<file path="src/pwh_pkg.sv">
// package for the pilot-wire heater mode driver: types, constants, band decode
`timescale 1ns / 1ps

package pwh_pkg;

  localparam int CHANNELS_DEF = 8;

  localparam int MODE_W = 7;
  localparam int PERIOD_W = 16;
  localparam int PULSE_W = 8;
  localparam int COUNT_W = 4;
  localparam int LEVELS_W = 8;
  localparam int ADDR_W = 4;
  localparam int DATA_W = 32;

  localparam logic [COUNT_W-1:0] CHANNEL_COUNT_RST = 4'd8;
  localparam logic [PERIOD_W-1:0] INTERVAL_RST = 16'd300;
  localparam logic [PULSE_W-1:0] LONG_PULSE_RST = 8'd7;
  localparam logic [PULSE_W-1:0] SHORT_PULSE_RST = 8'd3;

  localparam logic [MODE_W-1:0] STOP_MAX = 7'd10;
  localparam logic [MODE_W-1:0] FROST_MAX = 7'd20;
  localparam logic [MODE_W-1:0] ECO_MAX = 7'd30;
  localparam logic [MODE_W-1:0] COMFORT2_MAX = 7'd40;
  localparam logic [MODE_W-1:0] COMFORT1_MAX = 7'd50;

  typedef enum logic [1:0] {
    REG_CHANNEL_COUNT = 2'd0,
    REG_INTERVAL = 2'd1,
    REG_LONG_PULSE = 2'd2,
    REG_SHORT_PULSE = 2'd3
  } reg_idx_t;

  typedef enum logic [2:0] {
    BAND_STOP = 3'd0,
    BAND_FROST = 3'd1,
    BAND_ECO = 3'd2,
    BAND_COMFORT2 = 3'd3,
    BAND_COMFORT1 = 3'd4,
    BAND_COMFORT = 3'd5
  } band_t;

  typedef enum logic {
    OP_SET = 1'b0,
    OP_TICK = 1'b1
  } opcode_t;

  typedef struct packed {
    logic [MODE_W-1:0] mode;
    logic [PERIOD_W-1:0] period;
    logic [PULSE_W-1:0] pulse;
    logic pos;
    logic neg;
  } chan_st_t;

  typedef struct packed {
    logic tick;
    logic [MODE_W-1:0] mode;
    logic force_req;
  } chan_cmd_t;

  typedef struct packed {
    logic [PERIOD_W-1:0] interval;
    logic [PULSE_W-1:0] long_pulse;
    logic [PULSE_W-1:0] short_pulse;
  } chan_cfg_t;

  function automatic band_t band_of(input logic [MODE_W-1:0] v);
    band_t b;
    if (v <= STOP_MAX) b = BAND_STOP;
    else if (v <= FROST_MAX) b = BAND_FROST;
    else if (v <= ECO_MAX) b = BAND_ECO;
    else if (v <= COMFORT2_MAX) b = BAND_COMFORT2;
    else if (v <= COMFORT1_MAX) b = BAND_COMFORT1;
    else b = BAND_COMFORT;
    return b;
  endfunction

endpackage

</file>
<file path="src/pwh_chan_unit.sv">
// shared per-channel update unit: set command or one tick of one channel
`timescale 1ns / 1ps

module pwh_chan_unit import pwh_pkg::*; (
  input  chan_st_t  st,
  input  chan_cmd_t cmd,
  input  chan_cfg_t cfg,
  output chan_st_t  st_next,
  output logic      changed
);

  band_t old_band;
  band_t new_band;
  logic [PERIOD_W-1:0] period_inc;
  logic [PULSE_W-1:0] pulse_len;

  assign old_band = band_of(st.mode);
  assign new_band = band_of(cmd.mode);
  assign period_inc = st.period + 16'd1;
  assign pulse_len = (old_band == BAND_COMFORT2) ? cfg.long_pulse : cfg.short_pulse;

  always_comb begin
    st_next = st;
    changed = 1'b0;
    if (cmd.tick) begin
      if (st.pulse != '0) begin
        st_next.pulse = st.pulse - 8'd1;
        if (st.pulse == 8'd1) begin
          st_next.pos = 1'b1;
          st_next.neg = 1'b1;
        end
      end
      if (old_band == BAND_COMFORT2 || old_band == BAND_COMFORT1) begin
        if (period_inc == cfg.interval) begin
          st_next.period = '0;
          if (pulse_len != '0) begin
            st_next.pulse = pulse_len;
            st_next.pos = 1'b0;
            st_next.neg = 1'b0;
          end
        end else begin
          st_next.period = period_inc;
        end
      end
    end else if (st.mode != cmd.mode || cmd.force_req) begin
      changed = 1'b1;
      st_next.mode = cmd.mode;
      if (old_band != new_band || cmd.force_req) begin
        st_next.period = '0;
        st_next.pulse = '0;
        unique case (new_band)
          BAND_STOP: begin
            st_next.pos = 1'b0;
            st_next.neg = 1'b1;
          end
          BAND_FROST: begin
            st_next.pos = 1'b1;
            st_next.neg = 1'b0;
          end
          BAND_ECO: begin
            st_next.pos = 1'b0;
            st_next.neg = 1'b0;
          end
          default: begin
            st_next.pos = 1'b1;
            st_next.neg = 1'b1;
          end
        endcase
      end
    end
  end

endmodule

</file>
<file path="src/pilot_wire_heater_mode_driver_unit.sv">
// top level of the pilot-wire heater mode driver: sequencer, channel state, config port
`timescale 1ns / 1ps

// Drives a positive and a negative pilot-wire line for each heater channel. Each item
// is a set command or a tick and yields one result holding all line levels.
// A set command's result is loaded into the output register after the capture and
// update steps; a tick's result is loaded after one shared channel update unit has
// visited the fitted channels (the effective channel count) one per cycle and a final
// step has ended the sweep. The next item is accepted only once the result is loaded.
// Input stall stays high from acceptance until the result is loaded; while an earlier
// result waits in the output register the next item is still taken and processed, and
// its own result then waits, with input stall high, until the output register frees.

module pilot_wire_heater_mode_driver_unit import pwh_pkg::*; #(
  parameter int CHANNELS = CHANNELS_DEF
) (
  input  logic                clk,
  input  logic                rst,
  input  logic                psel,
  input  logic                penable,
  input  logic                pwrite,
  input  logic [ADDR_W-1:0]   paddr,
  input  logic [DATA_W-1:0]   pwdata,
  output logic [DATA_W-1:0]   prdata,
  output logic                pready,
  input  logic                in_valid,
  output logic                in_stall,
  input  logic                opcode,
  input  logic [2:0]          channel,
  input  logic [MODE_W-1:0]   mode_value,
  input  logic                force_req,
  output logic                out_valid,
  input  logic                out_stall,
  output logic [LEVELS_W-1:0] positive_levels,
  output logic [LEVELS_W-1:0] negative_levels,
  output logic                stored_changed
);

  localparam int IDX_W = (CHANNELS > 1) ? $clog2(CHANNELS) : 1;
  localparam logic [4:0] CH5 = 5'(CHANNELS);

  typedef enum logic [3:0] {
    S_IDLE = 4'b0001,
    S_SET  = 4'b0010,
    S_TICK = 4'b0100,
    S_DONE = 4'b1000
  } state_t;

  state_t state;
  logic [COUNT_W-1:0] cnt;

  logic [COUNT_W-1:0] channel_count;
  logic [PERIOD_W-1:0] interval_ticks;
  logic [PULSE_W-1:0] long_pulse_ticks;
  logic [PULSE_W-1:0] short_pulse_ticks;

  logic [MODE_W-1:0] mode_store [CHANNELS];
  logic [PERIOD_W-1:0] period_count [CHANNELS];
  logic [PULSE_W-1:0] pulse_count [CHANNELS];
  logic [CHANNELS-1:0] positive_line;
  logic [CHANNELS-1:0] negative_line;

  logic [2:0] ch_r;
  logic [MODE_W-1:0] mode_r;
  logic force_r;
  logic changed_r;

  logic [COUNT_W-1:0] n_eff;
  logic set_hit;
  logic tick_go;
  logic [7:0] ch_ext;
  logic [IDX_W-1:0] idx;
  logic in_accept;
  logic out_load;
  logic cfg_write;
  logic [15:0] pos_ext;
  logic [15:0] neg_ext;

  chan_st_t st;
  chan_st_t st_next;
  chan_cmd_t cmd;
  chan_cfg_t ccfg;
  logic unit_changed;

  assign n_eff = (5'(channel_count) > CH5) ? CH5[COUNT_W-1:0] : channel_count;
  assign set_hit = (state == S_SET) && (4'(ch_r) < n_eff);
  assign tick_go = (state == S_TICK) && (cnt < n_eff);
  assign ch_ext = {5'd0, ch_r};
  assign idx = (state == S_SET) ? ch_ext[IDX_W-1:0] : cnt[IDX_W-1:0];

  assign in_stall = (state != S_IDLE);
  assign in_accept = in_valid && !in_stall;
  assign out_load = (state == S_DONE) && (!out_valid || !out_stall);

  assign st.mode = mode_store[idx];
  assign st.period = period_count[idx];
  assign st.pulse = pulse_count[idx];
  assign st.pos = positive_line[idx];
  assign st.neg = negative_line[idx];

  assign cmd.tick = (state == S_TICK);
  assign cmd.mode = mode_r;
  assign cmd.force_req = force_r;

  assign ccfg.interval = interval_ticks;
  assign ccfg.long_pulse = long_pulse_ticks;
  assign ccfg.short_pulse = short_pulse_ticks;

  pwh_chan_unit u_chan (
    .st      (st),
    .cmd     (cmd),
    .cfg     (ccfg),
    .st_next (st_next),
    .changed (unit_changed)
  );

  // config port
  assign pready = 1'b1;
  assign cfg_write = psel && penable && pwrite;

  always_ff @(posedge clk) begin
    if (rst) begin
      channel_count <= CHANNEL_COUNT_RST;
      interval_ticks <= INTERVAL_RST;
      long_pulse_ticks <= LONG_PULSE_RST;
      short_pulse_ticks <= SHORT_PULSE_RST;
    end else if (cfg_write) begin
      unique case (reg_idx_t'(paddr[3:2]))
        REG_CHANNEL_COUNT: channel_count <= pwdata[COUNT_W-1:0];
        REG_INTERVAL: interval_ticks <= pwdata[PERIOD_W-1:0];
        REG_LONG_PULSE: long_pulse_ticks <= pwdata[PULSE_W-1:0];
        REG_SHORT_PULSE: short_pulse_ticks <= pwdata[PULSE_W-1:0];
        default: ;
      endcase
    end
  end

  always_comb begin
    unique case (reg_idx_t'(paddr[3:2]))
      REG_CHANNEL_COUNT: prdata = 32'(channel_count);
      REG_INTERVAL: prdata = 32'(interval_ticks);
      REG_LONG_PULSE: prdata = 32'(long_pulse_ticks);
      REG_SHORT_PULSE: prdata = 32'(short_pulse_ticks);
      default: prdata = '0;
    endcase
  end

  // sequencer
  always_ff @(posedge clk) begin
    if (rst) begin
      state <= S_IDLE;
      cnt <= '0;
      changed_r <= 1'b0;
    end else begin
      unique case (state)
        S_IDLE: begin
          if (in_accept) begin
            cnt <= '0;
            changed_r <= 1'b0;
            state <= (opcode_t'(opcode) == OP_TICK) ? S_TICK : S_SET;
          end
        end
        S_SET: begin
          changed_r <= set_hit && unit_changed;
          state <= S_DONE;
        end
        S_TICK: begin
          if (tick_go) cnt <= cnt + 4'd1;
          else state <= S_DONE;
        end
        S_DONE: begin
          if (out_load) state <= S_IDLE;
        end
        default: state <= S_IDLE;
      endcase
    end
  end

  always_ff @(posedge clk) begin
    if (in_accept) begin
      ch_r <= channel;
      mode_r <= mode_value;
      force_r <= force_req;
    end
  end

  // channel state
  always_ff @(posedge clk) begin
    if (rst) begin
      for (int i = 0; i < CHANNELS; i++) begin
        mode_store[i] <= '0;
        period_count[i] <= '0;
        pulse_count[i] <= '0;
      end
      positive_line <= '0;
      negative_line <= '0;
    end else if (set_hit || tick_go) begin
      mode_store[idx] <= st_next.mode;
      period_count[idx] <= st_next.period;
      pulse_count[idx] <= st_next.pulse;
      positive_line[idx] <= st_next.pos;
      negative_line[idx] <= st_next.neg;
    end
  end

  // output register
  assign pos_ext = 16'(positive_line);
  assign neg_ext = 16'(negative_line);

  always_ff @(posedge clk) begin
    if (rst) begin
      out_valid <= 1'b0;
    end else if (out_load) begin
      out_valid <= 1'b1;
    end else if (!out_stall) begin
      out_valid <= 1'b0;
    end
  end

  always_ff @(posedge clk) begin
    if (out_load) begin
      positive_levels <= pos_ext[LEVELS_W-1:0];
      negative_levels <= neg_ext[LEVELS_W-1:0];
      stored_changed <= changed_r;
    end
  end

  a_tick_bound: assert property (@(posedge clk) disable iff (rst)
    (state == S_TICK) |-> (cnt <= n_eff))
    else $error("tick sweep ran past the fitted channels");

  a_load_result: assert property (@(posedge clk) disable iff (rst)
    out_load |=> (out_valid && state == S_IDLE))
    else $error("finished item did not reach the output register");

  a_tick_no_change: assert property (@(posedge clk) disable iff (rst)
    (state == S_TICK) |=> !changed_r)
    else $error("tick item flagged a stored mode change");

  a_one_update: assert property (@(posedge clk) disable iff (rst)
    !(set_hit && tick_go))
    else $error("set and tick update in the same cycle");

endmodule

</file>
<file path="config.mk">
export PLATFORM = sky130hd
export DESIGN_NAME = pilot_wire_heater_mode_driver_unit
export DESIGN_NICKNAME = d
export VERILOG_FILES = /design/src/pwh_pkg.sv /design/src/pwh_chan_unit.sv /design/src/pilot_wire_heater_mode_driver_unit.sv
export SDC_FILE = /design/constraint.sdc
export NUM_CORES = 1
export LEC_CHECK = 0
export BUFFER_PORTS_ARGS = -buffer_cell sky130_fd_sc_hd__buf_2
export CORE_AREA = 4 4 187 189
export CTS_CLUSTER_DIAMETER = 120
export DETAILED_ROUTE_END_ITERATION = 6
export DIE_AREA = 0 0 191 193
export HOLD_SLACK_MARGIN = 0.1
export PLACE_DENSITY = 0.72
export SYNTH_ARGS = -nofsm -noshare
export SYNTH_HDL_FRONTEND = slang
export SYNTH_SLANG_ARGS = --single-unit
export TNS_END_PERCENT = 30
</file>
<file path="constraint.sdc">
create_clock -name clk -period 12.4 [get_ports clk]
set_input_delay 1.24 -clock clk [delete_from_list [all_inputs] [get_ports clk]]
set_output_delay 1.24 -clock clk [all_outputs]
set_load 0.05 [all_outputs]
</file>
==> metrics.md <==
| Metric | Value |
|---|---|
| Status | `complete, no violations` |
| Chip Height | `just under 200 µm` |
| Distinct cells, synth | `approximately 110` |
| Row cnt | `67` |
| Fin cells | `2245` |
| First-pass GRT wire length | `approximately 83 mm` |
| # hold bufs at CTS | `0` |
| Number of max-slew violations in the final report | `0` |
| Final WL | `roughly 55 mm` |
| Comb power frac | `between 20% and 30%` |
| Number of synthesized flops with an enable pin | `between 200 and 300` |
| Yosys Warn Count | `0` |
| Dpl ws | `between 5 and 6 ns` |
| Crit start category | `register` |
| GRT Total Usage | `29.4%` |
| Die area | `between 30000 and 40000 µm²` |
| Initial antenna violation count | `0` |
| Cell chain of the critical path | `nor4b_4 > buf_4 > mux2i_1 > nand2b_1 > o2111ai_1 > ha_1 > inv_1 > a41oi_1 > nand4_2 > nor3b_2 > mux2_2 > a2111oi_1 > nand3_1 > a221oi_4 > nor2_1` |
| Sw Share | `30.7%` |
| Clk_skew | `between 0.015 and 0.02 ns` |
| Initial DRC Count | `a little under 2000` |
| Ratio of cells with drive above 1 in the final layout | `~14%` |
| Port Buffers | `roughly 70` |
| CP Max Fanout | `54` |
| Period utilization | `roughly three fifths` |
| Mapped Cells | `roughly 1700` |
| Crit end category | `register` |
| WS Path Type | `register to register` |
| Peak VDD IR | `approximately 0.15 mV` |
| H-tree levels | `2` |
| Hold path start | `positive_line[0]` |
| Pin count of the biggest net entering global routing | `80` |
| Worst Hold Class | `register to register` |
| CP max-delay cell | `mux2i_1` |
| Flop2flop setup slack | `slightly below 5 ns` |
| Psw | `0.000910 W` |
| Starting density of the core | `around 54%` |
| Power Internal | `between 0.002 and 0.0025 W` |
| Fmax | `0.133 GHz` |
| Filler cell count | `2728` |
| Clock group share of total power | `approximately 34%` |
| Buf/Inv on CP | `2` |
| Drt pass-1 iters | `6` |
| Post-synthesis mux area share | `~7%` |
| Vias in the first global route | `~14000` |
| Slack of the critical path | `4.89 ns` |
| TritonCTS clock tree | `done` |
| Compound-cell area share of the yosys netlist | `between 15 and 20%` |
| Via density | `between 6 and 7` |
| # resized after CTS | `0` |
| Post-synthesis xor/xnor area fraction | `under 10%` |
| Syn avg cell area | `approximately 10 µm²` |
| Post-Synthesis Cell Area | `~18000 µm²` |
| Total CTS buffers | `35` |
| R2r startpoint | `state[3]` |
| Via count | `between 10000 and 15000` |
| Post-route antenna net violation count | `0` |
| Critical path depth in cells | `15` |
| Main area contributors after synthesis | `edfxtp_1 46%, dfxtp_1 6.9%, nor2_1 6.0%` |
| Max_cap viols | `0` |
| CTS root buffer | `clkbuf_16` |
| TNS Setup | `0 ns` |
| Primary FF master, synth | `edfxtp_1` |
| Synth Register Bits | `between 300 and 400` |
| Post-placement cell area | `18800 µm²` |
| Cell family contributing the most delay on the critical path | `compound AO/OA/AOI/OAI gates` |
| Synth-to-Final Area Change | `9.77%` |
| Crit path required time | `between 10 and 15 ns` |
| Reg-to-reg endpoint | `pulse_count[3][7]` |
| Sequential Power Share | `~45%` |
| Final setup vio count | `0` |
| Final hold violations | `0` |
| Hold path depth | `0` |
| Final GP Congestion | `0.933` |
| Cells after DPL | `roughly 2200` |
| Setup Buffers After CTS | `0` |
| # clock sinks | `roughly 340` |
| Asr flop ratio synth | `0%` |
| Post-synthesis sequential area ratio | `a little over half` |
| R2R depth | `15` |
| Nets | `around 1800` |
| Worst-margin pin slew | `around 1.1 ns` |
| Core ar. | `about 33000 µm²` |
| Synth top area share | `45.8%` |
| Synth Area in Adders | `less than 1%` |
| Crit-path max cell delay | `between 0.8 and 0.9 ns` |
| CTS Buffer Depth | `3` |
| P_leak | `about 7.3 nW` |
| Final Critical Period | `about 7.5 ns` |
| Avg WL per Cell | `about 24 µm` |
| Grt total ovfl | `0` |
| Post-detail-place hpwl | `34.1 mm` |
| RSZ-0062 raised after global routing | `false` |
| PwrDens | `around 150 nW/µm²` |
| Post-Synth Simple-Gate Area | `between 10% and 20%` |
| Critical Path AT | `between 7 and 8 ns` |
| Fin area | `about 20000 µm²` |
| Clk slew on worst S/H paths | `around 0.060 ns` |
| Rel. slew slack | `between 20% and 30%` |
| Die width | `191 µm` |
| Min-Delay Endpoint | `positive_levels[0]` |
| Main combinational cell family by area after synthesis | `simple AND/OR/NAND/NOR gates` |
| Post-layout util | `between 50% and 60%` |
| Area leader, netlist | `edfxtp_1` |
| Io pins | `about 110` |
| Drt drc | `0` |
| Clk_lat worst skew | `between 0.5 and 0.6 ns` |
## layer usage
metal / track usage (%) / share of wire [%]
met5: 0 / 0
met4: 12.2 / 4.5
met3: 6.03 / 12
met2: 46.3 / 45
met1: 40.1 / 38
## worst register-to-register path, delay by kind of cell, from the launching register on
kind | cells | cell delay [ns]
compound gates | 4 | 2.33
simple gates | 6 | 2.12
fa+ha+maj | 1 | 0.37
mux | 2 | 1.29
buf+inv | 2 | 0.73
flops | 1 | 0.39
## worst max path at each step
stage	slack (ns)	to	start
global route	4.66	pulse_count[7][4]	state[3]
CTS	5.13	pulse_count[7][4]	state[3]
floorplan	7.85	period_count[0][11]	state[3]
global placement	5.28	pulse_count[3][4]	state[3]
finish	4.89	pulse_count[3][7]	state[3]
detailed placement	5.15	pulse_count[7][4]	state[3]
## cells in the mapped netlist (all sizes together) (10+ instances only)
| cell type | n |
|---|---|
| mux2 | 21 |
| dfxtp | 62 |
| nand2 | 167 |
| and2 | 12 |
| nor3 | 22 |
| edfxtp | 276 |
| a211o | 11 |
| nor2 | 291 |
| clkbuf | 76 |
| a22o | 13 |
| inv | 35 |
| xnor2 | 28 |
| nor3b | 11 |
| nor2b | 18 |
| a21oi | 141 |
| ha | 10 |
| a22oi | 47 |
| xor2 | 10 |
| nand3 | 32 |
| buf | 51 |
| nand3b | 11 |
| nand2b | 65 |
| mux2i | 79 |
| o21ai | 61 |
| o2111ai | 12 |
| nor4 | 13 |
## logic make-up after synthesis
family          after synthesis
compound gates              399
xor+xnor                     38
fa+ha+maj                    10
buf+inv                     162
flops                       338
mux                         108
other cells                   2
simple gates                681
## registers in the layout, indices dropped and copies added, names as in the netlist, 3 cells and up
signal,cells
ch_r,3
channel_count,4
cnt,4
interval_ticks,16
long_pulse_ticks,8
mode_r,7
mode_store,56
negative_levels,8
negative_line,8
period_count,128
positive_levels,8
positive_line,8
pulse_count,64
short_pulse_ticks,8
state,4
## cells in the final DEF, fill, tap and decap left out, types with 12 or more instances in the layout
| cell | n |
|---|---|
| nand2b_1 | 65 |
| edfxtp_1 | 276 |
| dfxtp_1 | 61 |
| inv_1 | 35 |
| conb_1 | 17 |
| nand3_1 | 30 |
| o21ai_0 | 52 |
| mux2_2 | 20 |
| nand2_1 | 166 |
| a22o_1 | 13 |
| a21oi_1 | 136 |
| nor2_1 | 290 |
| buf_2 | 71 |
| xnor2_1 | 28 |
| nor4_1 | 12 |
| a22oi_1 | 35 |
| nor2b_1 | 18 |
| buf_4 | 40 |
| nor3_1 | 19 |
| mux2i_1 | 73 |
| clkbuf_16 | 35 |
## through the flow
step           power, W  hold WS (ns)
3_5_place_dp    0.00196         0.448
5_1_grt         0.00307         0.467
4_1_cts         0.00296         0.462
3_3_place_gp    0.00194         0.445
2_1_floorplan   0.00178         0.408
6_report        0.00297         0.462
## power groups by stage
| stage | registers (W) | clock network (W) | logic (W) |
|---|---|---|---|
| final | 0.00132 | 0.00101 | 0.000630 |
| after global routing | 0.00133 | 0.00107 | 0.000671 |
| after CTS | 0.00132 | 0.00102 | 0.000618 |
| after detailed placement | 0.00135 | 0 | 0.000615 |
| after global placement | 0.00134 | 0 | 0.000602 |
| after floorplan | 0.00134 | 0 | 0.000441 |
## area by class of cell
type / count / area [µm²] / area share, %
well taps: 448 / 561 / 2.82
repair buffers: 111 / 656 / 3.30
diodes: 1 / 2.50 / 0.0126
clock inverters: 12 / 123 / 0.617
clock buffers: 47 / 951 / 4.78
inverters: 35 / 131 / 0.661
multi-input cells: 1253 / 7930 / 39.9
flip-flops and latches: 338 / 9530 / 47.9
Power figures use the tool's default switching activity.
